===== src/hdl/pfe_pkg.sv =====
// Shared types, codes and the per-entry fade step function of the palette fade engine.
package pfe_pkg;

    localparam int DEF_ENTRIES    = 64;
    localparam int DEF_FADE_STEPS = 22;
    localparam int DEF_STEP_SIZE  = 32;

    localparam logic [7:0] WHITE_LEVEL = 8'd224;

    localparam int CFG_IDX_W  = 2;
    localparam int CFG_DATA_W = 6;

    localparam logic [CFG_IDX_W-1:0] CFG_FADE_MODE   = 2'd0;
    localparam logic [CFG_IDX_W-1:0] CFG_FIRST_ENTRY = 2'd1;
    localparam logic [CFG_IDX_W-1:0] CFG_COUNT_M1    = 2'd2;
    localparam logic [CFG_IDX_W-1:0] CFG_SINGLE_BANK = 2'd3;

    localparam logic [2:0] MODE_NONE      = 3'd0;
    localparam logic [2:0] MODE_FADE_IN   = 3'd1;
    localparam logic [2:0] MODE_FADE_OUT  = 3'd2;
    localparam logic [2:0] MODE_FLASH_IN  = 3'd3;
    localparam logic [2:0] MODE_FLASH_OUT = 3'd4;

    localparam logic [1:0] FUNC_BEGIN = 2'd0;
    localparam logic [1:0] FUNC_TICK  = 2'd1;
    localparam logic [1:0] FUNC_LOAD  = 2'd2;
    localparam logic [1:0] FUNC_READ  = 2'd3;

    localparam logic [1:0] WR_ZERO  = 2'd0;
    localparam logic [1:0] WR_WHITE = 2'd1;
    localparam logic [1:0] WR_STEP  = 2'd2;

    localparam logic [1:0] OUT_ZERO = 2'd0;
    localparam logic [1:0] OUT_TICK = 2'd1;
    localparam logic [1:0] OUT_READ = 2'd2;

    typedef struct packed {
        logic [1:0] func;
        logic       bank;
        logic [5:0] index;
        logic [7:0] red;
        logic [7:0] green;
        logic [7:0] blue;
    } t_in_word;

    typedef struct packed {
        logic       done_res;
        logic [7:0] cur_red;
        logic [7:0] cur_green;
        logic [7:0] cur_blue;
    } t_out_word;

    typedef struct packed {
        logic       cap_item;
        logic       cnt_clear;
        logic       cnt_step;
        logic       tgt_we;
        logic       rd_en;
        logic       rd_item;
        logic       wr_en;
        logic [1:0] wr_sel;
        logic       out_load;
        logic [1:0] out_sel;
    } t_cmd;

    typedef struct packed {
        logic [1:0] func;
        logic [2:0] mode;
        logic       single_bank;
    } t_status;

    function automatic logic mode_active(input logic [2:0] mode);
        return (mode == MODE_FADE_IN) || (mode == MODE_FADE_OUT) ||
               (mode == MODE_FLASH_IN) || (mode == MODE_FLASH_OUT);
    endfunction

    function automatic logic [23:0] step_color(input logic [2:0]  mode,
                                               input logic [23:0] cur,
                                               input logic [23:0] tgt,
                                               input logic [7:0]  step);
        logic [7:0] r;
        logic [7:0] g;
        logic [7:0] b;
        logic [7:0] tr;
        logic [7:0] tg;
        logic [7:0] tb;
        r  = cur[23:16];
        g  = cur[15:8];
        b  = cur[7:0];
        tr = tgt[23:16];
        tg = tgt[15:8];
        tb = tgt[7:0];
        case (mode)
            MODE_FADE_IN: begin
                if (tb > b)      b = b + step;
                else if (tg > g) g = g + step;
                else if (tr > r) r = r + step;
            end
            MODE_FADE_OUT: begin
                if (r != 8'd0)      r = r - step;
                else if (g != 8'd0) g = g - step;
                else if (b != 8'd0) b = b - step;
            end
            MODE_FLASH_IN: begin
                if (tb < b)      b = b - step;
                else if (tg < g) g = g - step;
                else if (tr < r) r = r - step;
            end
            default: begin
                if (r != WHITE_LEVEL)      r = r + step;
                else if (g != WHITE_LEVEL) g = g + step;
                else if (b != WHITE_LEVEL) b = b + step;
            end
        endcase
        return {r, g, b};
    endfunction

endpackage


===== src/hdl/pfe_ctrl.sv =====
// Controller: item sequencing, palette sweep counters and output handshake.
module pfe_ctrl
    import pfe_pkg::*;
#(
    parameter int ENTRIES = DEF_ENTRIES,
    localparam int EW     = $clog2(ENTRIES),
    localparam int AW     = EW + 1,
    localparam int RW     = ((EW + 1) > 7) ? (EW + 1) : 7
) (
    input  logic          i_clk,
    input  logic          i_rst_n,
    input  logic          i_in_valid,
    output logic          o_in_ready,
    output logic          o_out_valid,
    input  logic          i_out_ready,
    input  t_status       i_status,
    input  logic [RW-1:0] i_lo,
    input  logic [RW-1:0] i_hi,
    output t_cmd          o_cmd,
    output logic [AW-1:0] o_sweep_addr,
    output logic [AW-1:0] o_wr_addr
);

    localparam logic [2:0] ST_IDLE     = 3'd0;
    localparam logic [2:0] ST_DISPATCH = 3'd1;
    localparam logic [2:0] ST_SWEEP    = 3'd2;
    localparam logic [2:0] ST_DRAIN    = 3'd3;
    localparam logic [2:0] ST_READ     = 3'd4;
    localparam logic [2:0] ST_FINISH   = 3'd5;

    logic [2:0]    r_state,     n_state;
    logic          r_bank,      n_bank;
    logic [RW-1:0] r_entry,     n_entry;
    logic          r_two_banks, n_two_banks;
    logic          r_clearing,  n_clearing;
    logic [1:0]    r_wsel,      n_wsel;
    logic [1:0]    r_osel,      n_osel;
    logic          r_out_valid, n_out_valid;
    logic          r_pend;
    logic [AW-1:0] r_paddr;

    logic [RW-1:0] s_lo;
    logic [RW-1:0] s_hi;
    logic [RW-1:0] entry_inc;
    logic          in_mode;

    assign s_lo      = r_clearing ? '0 : i_lo;
    assign s_hi      = r_clearing ? RW'(ENTRIES) : i_hi;
    assign entry_inc = r_entry + RW'(1);
    assign in_mode   = (i_status.mode == MODE_FADE_IN) || (i_status.mode == MODE_FLASH_IN);

    assign o_sweep_addr = {r_bank, r_entry[EW-1:0]};
    assign o_wr_addr    = r_paddr;
    assign o_in_ready   = (r_state == ST_IDLE);
    assign o_out_valid  = r_out_valid;

    always_comb begin
        n_state     = r_state;
        n_bank      = r_bank;
        n_entry     = r_entry;
        n_two_banks = r_two_banks;
        n_clearing  = r_clearing;
        n_wsel      = r_wsel;
        n_osel      = r_osel;
        o_cmd       = '0;
        o_cmd.wr_en  = r_pend;
        o_cmd.wr_sel = r_wsel;
        o_cmd.out_sel = r_osel;
        case (r_state)
            ST_IDLE: begin
                if (i_in_valid) begin
                    o_cmd.cap_item = 1'b1;
                    n_state        = ST_DISPATCH;
                end
            end
            ST_DISPATCH: begin
                n_osel  = OUT_ZERO;
                n_state = ST_FINISH;
                n_bank  = 1'b0;
                n_entry = i_lo;
                case (i_status.func)
                    FUNC_BEGIN: begin
                        o_cmd.cnt_clear = mode_active(i_status.mode);
                        n_two_banks     = 1'b0;
                        n_wsel = (i_status.mode == MODE_FADE_IN) ? WR_ZERO : WR_WHITE;
                        if (in_mode && (i_lo < i_hi)) begin
                            n_state = ST_SWEEP;
                        end
                    end
                    FUNC_TICK: begin
                        o_cmd.cnt_step = 1'b1;
                        n_osel         = OUT_TICK;
                        n_wsel         = WR_STEP;
                        n_two_banks    = !(in_mode && i_status.single_bank);
                        if (mode_active(i_status.mode) && (i_lo < i_hi)) begin
                            n_state = ST_SWEEP;
                        end
                    end
                    FUNC_LOAD: begin
                        o_cmd.tgt_we = 1'b1;
                    end
                    FUNC_READ: begin
                        o_cmd.rd_en   = 1'b1;
                        o_cmd.rd_item = 1'b1;
                        n_osel        = OUT_READ;
                        n_state       = ST_READ;
                    end
                    default: ;
                endcase
            end
            ST_SWEEP: begin
                o_cmd.rd_en = 1'b1;
                if (entry_inc >= s_hi) begin
                    if (!r_bank && r_two_banks) begin
                        n_bank  = 1'b1;
                        n_entry = s_lo;
                    end else begin
                        n_state = ST_DRAIN;
                    end
                end else begin
                    n_entry = entry_inc;
                end
            end
            ST_DRAIN: begin
                n_state    = r_clearing ? ST_IDLE : ST_FINISH;
                n_clearing = 1'b0;
            end
            ST_READ: begin
                n_state = ST_FINISH;
            end
            ST_FINISH: begin
                if (!r_out_valid || i_out_ready) begin
                    o_cmd.out_load = 1'b1;
                    n_state        = ST_IDLE;
                end
            end
            default: begin
                n_state = ST_IDLE;
            end
        endcase
        if (o_cmd.out_load) begin
            n_out_valid = 1'b1;
        end else if (r_out_valid && i_out_ready) begin
            n_out_valid = 1'b0;
        end else begin
            n_out_valid = r_out_valid;
        end
    end

    always_ff @(posedge i_clk) begin
        if (!i_rst_n) begin
            r_state     <= ST_SWEEP;
            r_bank      <= 1'b0;
            r_entry     <= '0;
            r_two_banks <= 1'b1;
            r_clearing  <= 1'b1;
            r_wsel      <= WR_ZERO;
            r_osel      <= OUT_ZERO;
            r_out_valid <= 1'b0;
            r_pend      <= 1'b0;
        end else begin
            r_state     <= n_state;
            r_bank      <= n_bank;
            r_entry     <= n_entry;
            r_two_banks <= n_two_banks;
            r_clearing  <= n_clearing;
            r_wsel      <= n_wsel;
            r_osel      <= n_osel;
            r_out_valid <= n_out_valid;
            r_pend      <= (r_state == ST_SWEEP);
        end
    end

    always_ff @(posedge i_clk) begin
        r_paddr <= o_sweep_addr;
    end

endmodule


===== config.mk =====
export PLATFORM = sky130hd
export DESIGN_NAME = pfe_ctrl
export DESIGN_NICKNAME = d
export VERILOG_FILES = /design/src/hdl/pfe_pkg.sv /design/src/hdl/pfe_ctrl.sv
export SDC_FILE = /design/constraint.sdc
export NUM_CORES = 1
export LEC_CHECK = 0
export ABC_AREA = 1
export BUFFER_PORTS_ARGS = -buffer_cell sky130_fd_sc_hd__buf_2
export CAP_MARGIN = 15
export CORE_MARGIN = 2
export CORE_UTILIZATION = 27
export DETAILED_ROUTE_END_ITERATION = 16
export PLACE_DENSITY_LB_ADDON = 0.3
export RECOVER_POWER = 100
export SYNTH_ARGS = -nofsm -noshare
export SYNTH_HDL_FRONTEND = slang
export SYNTH_SLANG_ARGS = --single-unit

===== constraint.sdc =====
create_clock -name i_clk -period 2.2 [get_ports i_clk]
set_input_delay 0.22 -clock i_clk [delete_from_list [all_inputs] [get_ports i_clk]]
set_output_delay 0.22 -clock i_clk [all_outputs]
set_load 0.01 [all_outputs]

## Word level (Yosys, flattened, before mapping)

Cells that the tools add are included.

| word-level totals | value |
|---|---|
| register bits | 26 |
| bits in latches | 0 |
| memory bits (writable) | 0 |
| memory bits (read-only) | 0 |
| input bits | 24 |
| output and inout port bits | 28 |
| memories | 0 |

| operators by class | value |
|---|---|
| $add $sub $neg | 1 |
| multiply operators | 0 |
| divide/modulo/power cells | 0 |
| order comparisons | 2 |
| eq/ne operators | 18 |
| shift operators | 0 |
| muxes and demuxes | 34 |
| bitwise gates (word level) | 0 |
| reductions and logical operators | 22 |

Operator list:

| kind | count |
|---|---|
| two-way mux 7 bit | 4 |
| two-way mux 3 bit | 8 |
| case mux 3 bit (6 select lines) | 1 |
| case mux 7 bit (2 select lines) | 1 |
| two-way mux 1 bit | 13 |
| == test 3 x 2 -> 1 bit, second input constant | 4 |
| inequality test 2 bit, second input constant | 5 |
| == test 3 bit, second input constant | 3 |
| case mux 3 bit (3 select lines) | 1 |
| case mux 2 bit (2 select lines) | 2 |
| adder 7 x 1 -> 7 bit, second input constant | 1 |
| greater-or-equal comparator 7 bit | 1 |
| < comparator 7 bit | 1 |
| == test 3 x 1 -> 1 bit, second input constant | 2 |
| case mux 1 bit (2 select lines) | 3 |
| nonzero test 2 bit | 3 |
| logical AND 1 bit | 5 |
| logical OR 1 bit | 5 |
| == test 2 bit, second input constant | 2 |
| AND reduction 2 bit | 2 |
| AND reduction 4 bit | 1 |
| logical NOT 1 bit | 3 |
| logical NOT 3 bit | 1 |
| inequality test 3 bit, second input constant | 1 |
| other kinds (4) | 4 |

## Longest topological paths before layout

Gate-level depths: netlist of run 1.

| logic depth | value |
|---|---|
| word-level depth | 8 |
| mapped depth | 15 |

## Worst setup path before layout of run 1

Ideal clock, no wire load.

| path | value |
|---|---|
| path type | reg2reg |
| start | reg r_entry[0] |
| end | reg r_entry[5] |
| arrival time | 2222 ps |
| setup slack | -136 ps |
| cell stages (with the launch flop) | 12 |
| buffers on the path | 0 |
| clock period less this slack | 2336 ps |
| cells stage by stage | dfxtp_1 ha_1 nand3_1 nand3b_1 xnor2_1 ha_1 a21o_1 nor2_2 nand3_2 or2_2 a21oi_2 nor2_1 |

| between the ends | value |
|---|---|
| cells in the longest elaborated chain, start to end | 4 |

RTL lines:

| element | RTL line | source |
|---|---|---|
| start: declaration | pfe_ctrl.sv:33 | `logic [RW-1:0] r_entry, n_entry;` |
| start signal: assignment | pfe_ctrl.sv:164 | `r_entry <= n_entry;` |
| adder 7 x 1 -> 7 bit (*) | pfe_ctrl.sv:49 | `assign entry_inc = r_entry + RW'(1);` |
| greater-or-equal comparator 7 bit | pfe_ctrl.sv:113 | `if (entry_inc >= s_hi) begin` |
| two-way mux 7 bit / inequality test 3 bit (equally long branches) | -- |  |
| case mux 7 bit (2 select lines) / AND reduction 2 bit (equally long branches) | -- |  |

Mark *: on every way between the ends. The rest lies on a longest branch, timed or not.
A chain may end at the register's enable or synchronous reset.

## Worst setup path after layout of run 1

| path | value |
|---|---|
| start | reg r_entry[0] |
| end | reg r_entry[3] |

The elaborated chain is that of the path after synthesis.

==> impl_metrics.json, run 1 <==
{
  "synth_area_sq_um": 1780,
  "worstSetupPathType": "register to register",
  "layout_commonest_cell": "nand2_1",
  "area_growth_pct": 33.5,
  "nets": 363,
  "grt_usage": 0.118,
  "initial_core_util": 0.280,
  "syn_avg_cell_area_sq_um": 6.71,
  "design_area_sq_um": 2380,
  "synthFlopType": "dfxtp_1",
  "power_leakage_nw": 1.28,
  "synthCells": 265,
  "drc": 0,
  "setup_viol": 9,
  "post-route-period-util": 1.07,
  "die-area_sq_um": 7250,
  "seq_area_frac_synth": 0.293,
  "maxCapViolations": 0,
  "place_inst": 393,
  "post-place-ws_ps": -199,
  "fmax_ghz": 0.423,
  "p_total_mw": 1.87,
  "cp_num_cells": 11,
  "peakVddDrop_uv": 287,
  "r2r_start": "r_entry[0]$_SDFFE_PN0P_",
  "grt_pass1_wl_um": 7020,
  "die_width_um": 85.2,
  "via_per_inst": 4.45,
  "rsz0062_at_grt": "yes",
  "worstReg2RegEnd": "r_entry[3]$_SDFFE_PN0P_",
  "path_clk_slew_ps": 90,
  "die_y_um": 85.2,
  "diodes": 0,
  "synth_seq_cells": 26,
  "io_buffers": 51,
  "grt_max_degree": 17,
  "tightest_slew_ps": 430,
  "power_density_nw_per_um2": 785,
  "hold_end": "o_out_valid$_SDFFE_PN0P_",
  "cts.path.max_buffers": 2,
  "critical_path_required_ps": 2370,
  "post_layout_nonfiller_instances": 401,
  "crit_chain": "ha_4, nand3_2, nand3b_1, xnor2_2, ha_1, a21o_1, nor2_4, nand3_4, or2_2, a21oi_2, nor2_1",
  "core_sq_um": 6350,
  "cp-start-kind": "register",
  "cts_made_buffers": 3,
  "cts_tree": "done",
  "min-delay-start": "i_out_ready",
  "final_cell_mix": "60 x nand2_1, 51 x buf_2, 35 x nor2_1",
  "fin_crit_ps": 2360,
  "grt_pass1_vias": 1566,
  "synth_edf_count": 0,
  "ys_warn_count": 0,
  "crit_buf_inv": 0,
  "initialDrtViolationCount": 37,
  "rr_worst_depth": 11,
  "arrival_ps": 2530,
  "insertion_delay_ps": 260,
  "max-slew-margin-rel": 0.712,
  "postCtsHoldBufs": 0,
  "min_path_type": "input pin to register",
  "ys_types": 32,
  "synth_nets": 303,
  "violations": "negative setup slack",
  "rows": 29,
  "crit_path_start": "r_entry[0]$_SDFFE_PN0P_",
  "cpPeakStageDelay_ps": 380,
  "finalClockSkew_ps": 4.29,
  "drive_above_1_share": 0.352,
  "dpl.hpwl_um": 3520,
  "whs_path_depth": 4,
  "antenna_found_initial": 0,
  "finalHoldViolations": 0,
  "ant_nets": 0,
  "vias": 1786,
  "synthArstFlopShare": 0,
  "place_area_sq_um": 2150,
  "cp_max_fo": 6,
  "cp-end-kind": "register",
  "cts_root_buffer": "clkbuf_8",
  "cts_sinks": 26,
  "overflow": 0,
  "ios": 52,
  "layout_setup_ws_ps": -164,
  "drv_slew": 0,
  "n_fill_cell": 678,
  "crit_family": "simple AND/OR/NAND/NOR gates",
  "outcome": "finished, violations left",
  "drt-wirelength-per-cell_um": 11.1,
  "dr.pass1.iters": 4,
  "gp_congestion": 0.844,
  "r2r_slack_ps": -160,
  "routed_wl_um": 4440,
  "slowest_stage": "dfxtp_4",
  "cts-htree-levels": 1
}
==> power by group <==
| group | internal, mW | total (mW) | leakage [nW] | switching (mW) |
|---|---|---|---|---|
| Sequential | 0.561 | 0.626 | 0.213 | 0.0653 |
| Combinational | 0.455 | 0.965 | 1.05 | 0.510 |
| Clock | 0.129 | 0.274 | 0.0228 | 0.145 |
==> worst max path at each step <==
stage | to | slack [ps]
floorplan | r_entry[5]$_SDFFE_PN0P_ | -10
global placement | r_entry[2]$_SDFFE_PN0P_ | -170
detailed placement | r_entry[2]$_SDFFE_PN0P_ | -200
CTS | r_entry[0]$_SDFFE_PN0P_ | -120
global route | r_entry[2]$_SDFFE_PN0P_ | -280
finish | r_entry[3]$_SDFFE_PN0P_ | -160
==> sequential cells by signal, indices dropped and copies added, names as in the netlist, 2 cells and up <==
register and flops:
r_entry 7, r_wsel 2, r_osel 2, r_state 3, o_wr_addr 7
==> tightest hold or removal path: stages <==
cell and delay [ps]:
buf_2 70, nor2_1 40, inv_1 60, a21oi_1 60
==> cell usage after synthesis (all sizes together) (3+ instances only) <==
master	n	area, sq um
a21oi	20	108
buf	11	90.1
clkbuf	3	11.3
dfxtp	26	521
ha	14	175
inv	34	128
nand2	65	254
nand3	11	60.1
nand4	4	31.3
nor2	43	186
nor3	5	36.3
o21ai	15	75.1
or2	3	18.8
xor2	3	26.3
==> routing by layer <==
metal  global-route usage  part of all wire  up-vias
met5                    0                 0        -
li1                     -                 -      953
met3               0.0117             0.044        2
met1                0.165              0.48      788
met4               0.0303            0.0099        0
met2                0.193              0.47       43
==> cells by family (layout without fill, tap and decap cells) <==
family / count (synthesis) / in the layout / share of synthesized area
AOI/OAI and AO/OA: 39 / 39 / 0.119
xor gates and xnor gates: 5 / 5 / 0.0246
adders and majority gates: 14 / 14 / 0.0985
buffers and inverters: 49 / 107 / 0.131
DFF: 26 / 26 / 0.293
and+or+nand+nor: 132 / 133 / 0.334
==> layout make-up <==
cell class / instances / area (sq um) / share of cell area
inverter: 35 / 133 / 0.0558
clock buffer: 4 / 45.0 / 0.0190
timing repair buffer: 68 / 394 / 0.166
sequential: 26 / 529 / 0.223
multi-input combinational: 191 / 1180 / 0.496
tap: 77 / 96.3 / 0.0405
==> metrics by stage <==
| stage | setup TNS [ps] | hold WS, ps | utilization |
|---|---|---|---|
| CTS | -901 | 232 | 0.353 |
| floorplan | -10.6 | 351 | - |
| finish | -1150 | 235 | 0.374 |
| global placement | -972 | 364 | 0.339 |
| global route | -2240 | 256 | 0.374 |
| detailed placement | -1290 | 369 | 0.339 |
==> timing repair <==
item	CTS	global route
buffers inserted	0	3
gates resized for setup	7	26
gates cloned	1	0
endpoints found under the setup margin	9	9
pin swaps	2	11
Note: power is estimated with default switching activity, not from simulation.
==> inputs of run 2 (changes only) <==
--- a/config.mk
+++ b/config.mk
@@ -8,6 +8,7 @@
 export ABC_AREA = 1
 export BUFFER_PORTS_ARGS = -buffer_cell sky130_fd_sc_hd__buf_2
 export CAP_MARGIN = 15
+export CORE_ASPECT_RATIO = 1.2
 export CORE_MARGIN = 2
 export CORE_UTILIZATION = 27
 export DETAILED_ROUTE_END_ITERATION = 16
==> run 2 against run 1 <==
The flow still finishes with violations (negative setup slack). Hold slack got worse by 12 ps. Clock skew rose by 1.2 ps. Utilization rose by 1.6 points. Critical path type unchanged. Critical endpoint is now r_entry[4]$_SDFFE_PN0P_. Largest power group unchanged. Highest routed layer unchanged.
==> impl_metrics.json, run 2 (synthesized netlist as in run 1, its figures left out) <==
{
  "peakVddDrop_uv": 387,
  "rsz0062_at_grt": "yes",
  "routed_wl_um": 4840,
  "path_clk_slew_ps": 100,
  "overflow": 0,
  "antenna_found_initial": 0,
  "busiest_layer": "met2",
  "dpl.hpwl_um": 3600,
  "p_total_mw": 2.82,
  "cts_root_buffer": "clkbuf_8",
  "cts-htree-levels": 1,
  "rows": 32,
  "design_area_sq_um": 2500,
  "cp-end-kind": "register",
  "power_leakage_nw": 1.31,
  "fin_crit_ps": 2340,
  "finalClockSkew_ps": 5.47,
  "min-delay-start": "i_out_ready",
  "crit_path_start": "r_entry[0]$_SDFFE_PN0P_",
  "post-place-ws_ps": -240,
  "grtUsageMet1": 0.158,
  "grt_pass1_wl_um": 7950,
  "cts_tree": "done",
  "ant_nets": 0,
  "die_width_um": 78.1,
  "layout_setup_ws_ps": -141,
  "fin_tns_setup_ps": -949,
  "initialDrtViolationCount": 67,
  "via_per_inst": 4.48,
  "cts_made_buffers": 3,
  "diodes": 0,
  "cp_max_fo": 5,
  "ios": 52,
  "max-slew-margin-rel": 0.737,
  "drc": 0,
  "io_buffers": 51,
  "finalHoldViolations": 0,
  "place_area_sq_um": 2200,
  "drt-wirelength-per-cell_um": 11.6,
  "critical_path_required_ps": 2380,
  "final_cell_mix": "59 x nand2_1, 51 x buf_2, 33 x nor2_1",
  "die-area_sq_um": 7260,
  "initial_core_util": 0.278,
  "tightest_slew_ps": 394,
  "die_y_um": 92.9,
  "drv_slew": 0,
  "insertion_delay_ps": 280,
  "area_growth_pct": 40.6,
  "vias": 1872,
  "grt_pass1_vias": 1818,
  "layout_commonest_cell": "nand2_1",
  "cp-start-kind": "register",
  "grt_use_met3": 0.0214,
  "setup_viol": 9,
  "fmax_ghz": 0.427,
  "gp_congestion": 0.832,
  "power_density_nw_per_um2": 1130,
  "grt_max_degree": 17,
  "core_sq_um": 6410,
  "nets": 372,
  "outcome": "finished, violations left",
  "min_path_type": "input pin to register",
  "drive_above_1_share": 0.384,
  "grtUsageMet2": 0.259,
  "worstSetupPathType": "register to register",
  "violations": "negative setup slack",
  "maxCapViolations": 0,
  "n_fill_cell": 692,
  "cts.path.max_buffers": 2,
  "dr.pass1.iters": 4,
  "grt_usage": 0.137,
  "r2r_start": "r_entry[0]$_SDFFE_PN0P_",
  "arrival_ps": 2520,
  "cts_sinks": 26,
  "post-route-period-util": 1.06,
  "final_core_util": 0.391
}
==> run 2: cell types whose count changed in the layout (fill, tap and decap cells not counted), sizes merged <==
cell	delta
buf	+7
clkbuf	+2
==> run 2: timing repair <==
item	CTS	global route
pin swaps	12	14
setup endpoints to repair	9	9
setup buffers	5	2
gates resized for setup	27	21
cloned	1	0
hold buffers	0	0
==> run 2: through the flow <==
stage / instances / hold slack, ps
3_3_place_gp: 406 / 366
3_5_place_dp: 406 / 370
6_report: 418 / 223
2_1_floorplan: 265 / 351
4_1_cts: 416 / 224
5_1_grt: 418 / 268
==> run 2: path summary, 6_finish.rpt <==
check                        endpoint  slack (ps)  cells after the start
max           r_entry[4]$_SDFFE_PN0P_        -140                     13
min          o_out_valid$_SDFFE_PN0P_         220                      4
max reg2reg   r_entry[4]$_SDFFE_PN0P_        -140                     13
min reg2reg      o_wr_addr[6]$_DFF_P_         380                      0
==> run 2: critical path, stage by stage, from the launching register on <==
cell and delay (ps):
dfxtp_4 370, ha_4 130, nand3_2 70, nand3b_1 210, xnor2_2 270, ha_4 250
a21o_1 180, nor2_4 130, buf_6 120, nand4_4 120, nand2_4 140, nand2_1 80
a21oi_2 120, nor2_1 50
==> run 2: area by class of cell <==
type,instances,area (sq um),share of cell area
Sequential cell,26,526,0.210
Multi-Input combinational cell,191,1220,0.489
Clock buffer,4,45.0,0.0180
Tap cell,85,106,0.0425
Inverter,35,133,0.0530
Timing Repair Buffer,77,469,0.188
==> run 2: layer usage <==
| layer | vias to the layer above | share of wire | wire (um) |
|---|---|---|---|
| li1 | 974 | - | - |
| met1 | 842 | 0.42 | 2040 |
| met4 | 0 | 0.016 | 79 |
| met2 | 48 | 0.51 | 2480 |
| met5 | - | 0 | 0 |
| met3 | 8 | 0.049 | 239 |
==> run 2: power breakdown <==
group	switching [mW]	internal, mW
logic	1.01	0.843
clock network	0.160	0.130
registers	0.0785	0.593
total	1.25	1.57
==> inputs of run 3 (changes only) <==
--- a/config.mk
+++ b/config.mk
@@ -5,14 +5,12 @@
 export SDC_FILE = /design/constraint.sdc
 export NUM_CORES = 1
 export LEC_CHECK = 0
-export ABC_AREA = 1
 export BUFFER_PORTS_ARGS = -buffer_cell sky130_fd_sc_hd__buf_2
 export CAP_MARGIN = 15
 export CORE_ASPECT_RATIO = 1.2
 export CORE_MARGIN = 2
 export CORE_UTILIZATION = 27
 export DETAILED_ROUTE_END_ITERATION = 16
-export PLACE_DENSITY_LB_ADDON = 0.3
 export RECOVER_POWER = 100
 export SYNTH_ARGS = -nofsm -noshare
 export SYNTH_HDL_FRONTEND = slang
==> run 3 against run 2 <==
The flow still finishes with violations (negative setup slack). Register-to-register slack got worse by 70 ps. Die area fell by 4.6%. Total power fell by 66%. Highest routed layer unchanged.
==> impl_metrics.json, run 3 <==
{
  "outcome": "finished, violations left",
  "violations": "negative setup slack",
  "crit_buf_inv": 1,
  "critical_path_required_ps": 2390,
  "layout_setup_ws_ps": -211,
  "ys_types": 47,
  "post-route-period-util": 1.10,
  "tightest_slew_ps": 486,
  "synthCells": 203,
  "rows": 31,
  "r2r_slack_ps": -210,
  "final_cell_mix": "51 x buf_2, 25 x buf_4, 21 x dfxtp_1",
  "multi_input_area_sq_um": 1120,
  "synth-xor-area-share": 0.0310,
  "peakVddDrop_uv": 198,
  "cpPeakStageDelay_ps": 370,
  "synthFlopType": "dfxtp_1",
  "synthSimpleGateAreaFrac": 0.268,
  "seq_area_frac_synth": 0.307,
  "fin_crit_ps": 2410,
  "insertion_delay_ps": 270,
  "die_width_um": 76.3,
  "cp_max_fo": 8,
  "power_density_nw_per_um2": 412,
  "grt_max_degree": 15,
  "ys_top_cells_by_count": "26 x dfxtp_1, 21 x nand2_1, 18 x nor2_1, 14 x ha_1, 12 x nand3_1",
  "cp-start-kind": "register",
  "drt-wirelength-per-cell_um": 12.1,
  "min-delay-start": "i_rst_n",
  "nets": 308,
  "rsz0062_at_grt": "yes",
  "cts_root_buffer": "clkbuf_8",
  "drc": 0,
  "cts_sinks": 26,
  "dr.pass1.iters": 4,
  "timing.hold.ws_ps": 195,
  "min_path_type": "input pin to register",
  "grt_usage": 0.121,
  "synth_nets": 241,
  "worstReg2RegEnd": "r_entry[4]$_SDFFE_PN0P_",
  "synth_compound_area_frac": 0.174,
  "worstSetupPathType": "register to register",
  "grt_pass1_vias": 1542,
  "synth_area_sq_um": 1690,
  "via_per_inst": 4.53,
  "die-area_sq_um": 6920,
  "path_clk_slew_ps": 100,
  "core_sq_um": 6050,
  "cts.path.max_buffers": 2,
  "synth.top_cells.by_area": "dfxtp_1 31%, ha_1 10%, nand2_1 4.7%",
  "yosys.cell_count.top_type": "dfxtp_1",
  "initial_core_util": 0.280,
  "synth_fa_ha_area_frac": 0.103,
  "syn_avg_cell_area_sq_um": 8.34,
  "whs_path_depth": 2,
  "gp_congestion": 0.873,
  "die_y_um": 90.7,
  "finalClockSkew_ps": 7.79,
  "ios": 52,
  "synthArstFlopShare": 0,
  "cp-end-kind": "register",
  "io_buffers": 51,
  "slowest_stage": "dfxtp_4",
  "yosysTopAreaCellShare": 0.307,
  "cts-htree-levels": 1,
  "n_fill_cell": 654,
  "cts_tree": "done",
  "ys_warn_count": 0,
  "crit_chain": "ha_4, nand3_4, xnor2_4, ha_4, a211o_1, a21oi_2, o21ai_4, o21ai_4, buf_6, nor2_2, a311oi_2",
  "finalHoldViolations": 0,
  "fmax_ghz": 0.415,
  "area_growth_pct": 37.3,
  "layout_commonest_cell": "buf_2",
  "initialDrtViolationCount": 30,
  "diodes": 0,
  "dpl.hpwl_um": 3290,
  "synth_edf_count": 0,
  "setup_viol": 10,
  "vias": 1590,
  "post-place-ws_ps": -180,
  "max-slew-margin-rel": 0.676,
  "ant_nets": 0,
  "hold_end": "r_clearing$_SDFFE_PN1N_",
  "yosysTopAreaCell": "dfxtp_1",
  "power_leakage_nw": 1.10,
  "drive_above_1_share": 0.435,
  "synth_seq_cells": 26,
  "regArea_sq_um": 532,
  "drv_slew": 0,
  "maxCapViolations": 0,
  "crit_family": "compound AO/OA/AOI/OAI gates",
  "rr_worst_depth": 11,
  "routed_wl_um": 4250,
  "cts_made_buffers": 3,
  "r2r_start": "r_entry[1]$_SDFFE_PN0P_",
  "overflow": 0,
  "muxShareOfSynthArea": 0.00665,
  "antenna_found_initial": 0,
  "arrival_ps": 2600,
  "grt_pass1_wl_um": 6980,
  "synth_top_family_by_area": "simple AND/OR/NAND/NOR gates"
}
-- run 3: changes by cell type in the layout (fill, tap and decap cells not counted), sizes merged, moves of 4 or more --
cell	delta
inv	-24
nor2	-24
a21oi	-11
o21ai	-6
nand2	-45
a311oi	+6
buf	+4
nand2b	+9
-- run 3: stage by stage --
stage               cells  setup TNS (ps)  instance area (sq um)   util  power, mW
global route          351           -2600                   2320  0.384       1.01
global placement      340           -1020                   2110  0.349      0.645
floorplan             203           -6.02                   1740      -      0.580
CTS                   346            -680                   2200  0.364      0.977
finish                351           -1200                   2320  0.384      0.958
detailed placement    340           -1160                   2110  0.349      0.647
-- run 3: worst max-delay path by stage --
stage / start / endpoint / slack, ps / cells after the start
5_1_grt: r_entry[1]$_SDFFE_PN0P_ / r_entry[0]$_SDFFE_PN0P_ / -320 / 10
3_5_place_dp: r_entry[1]$_SDFFE_PN0P_ / r_entry[4]$_SDFFE_PN0P_ / -180 / 11
4_1_cts: r_entry[1]$_SDFFE_PN0P_ / r_entry[4]$_SDFFE_PN0P_ / -110 / 11
2_1_floorplan: r_entry[0]$_SDFFE_PN0P_ / r_entry[4]$_SDFFE_PN0P_ / -4 / 11
6_report: r_entry[1]$_SDFFE_PN0P_ / r_entry[4]$_SDFFE_PN0P_ / -210 / 11
3_3_place_gp: r_entry[2]$_SDFFE_PN0P_ / r_entry[4]$_SDFFE_PN0P_ / -140 / 11
-- run 3: routing by layer --
metal,global-route usage,part of all wire,up-vias
met4,0.0652,0.024,0
met2,0.201,0.49,36
met1,0.154,0.46,713
met3,0.0120,0.027,8
li1,-,-,833
met5,0,0,-
-- run 3: logic make-up after synthesis --
logic type,count (synthesis)
compound gates,40
fa+ha+maj,14
buf+inv,28
mux,1
xor+xnor,6
simple gates,88
flops,26
-- run 3: what timing repair did --
item	CTS	global route
hold buffers	0	0
setup buffers	2	5
hold endpoints to repair	0	0
setup endpoints to repair	9	11
pin swaps	9	8
gates resized for setup	8	20
-- run 3: final cells by class --
type | count | share of cell area
multi-input combinational | 149 | 0.480
sequential | 26 | 0.229
timing repair buffer | 80 | 0.207
tap | 82 | 0.0442
clock buffer | 4 | 0.0237
inverter | 10 | 0.0162
-- run 3: report_power, final --
part / switching (mW) / leakage, nW / internal (mW)
Sequential: 0.00694 / 0.214 / 0.481
Clock: 0.155 / 0.0288 / 0.160
Combinational: 0.0783 / 0.855 / 0.0765
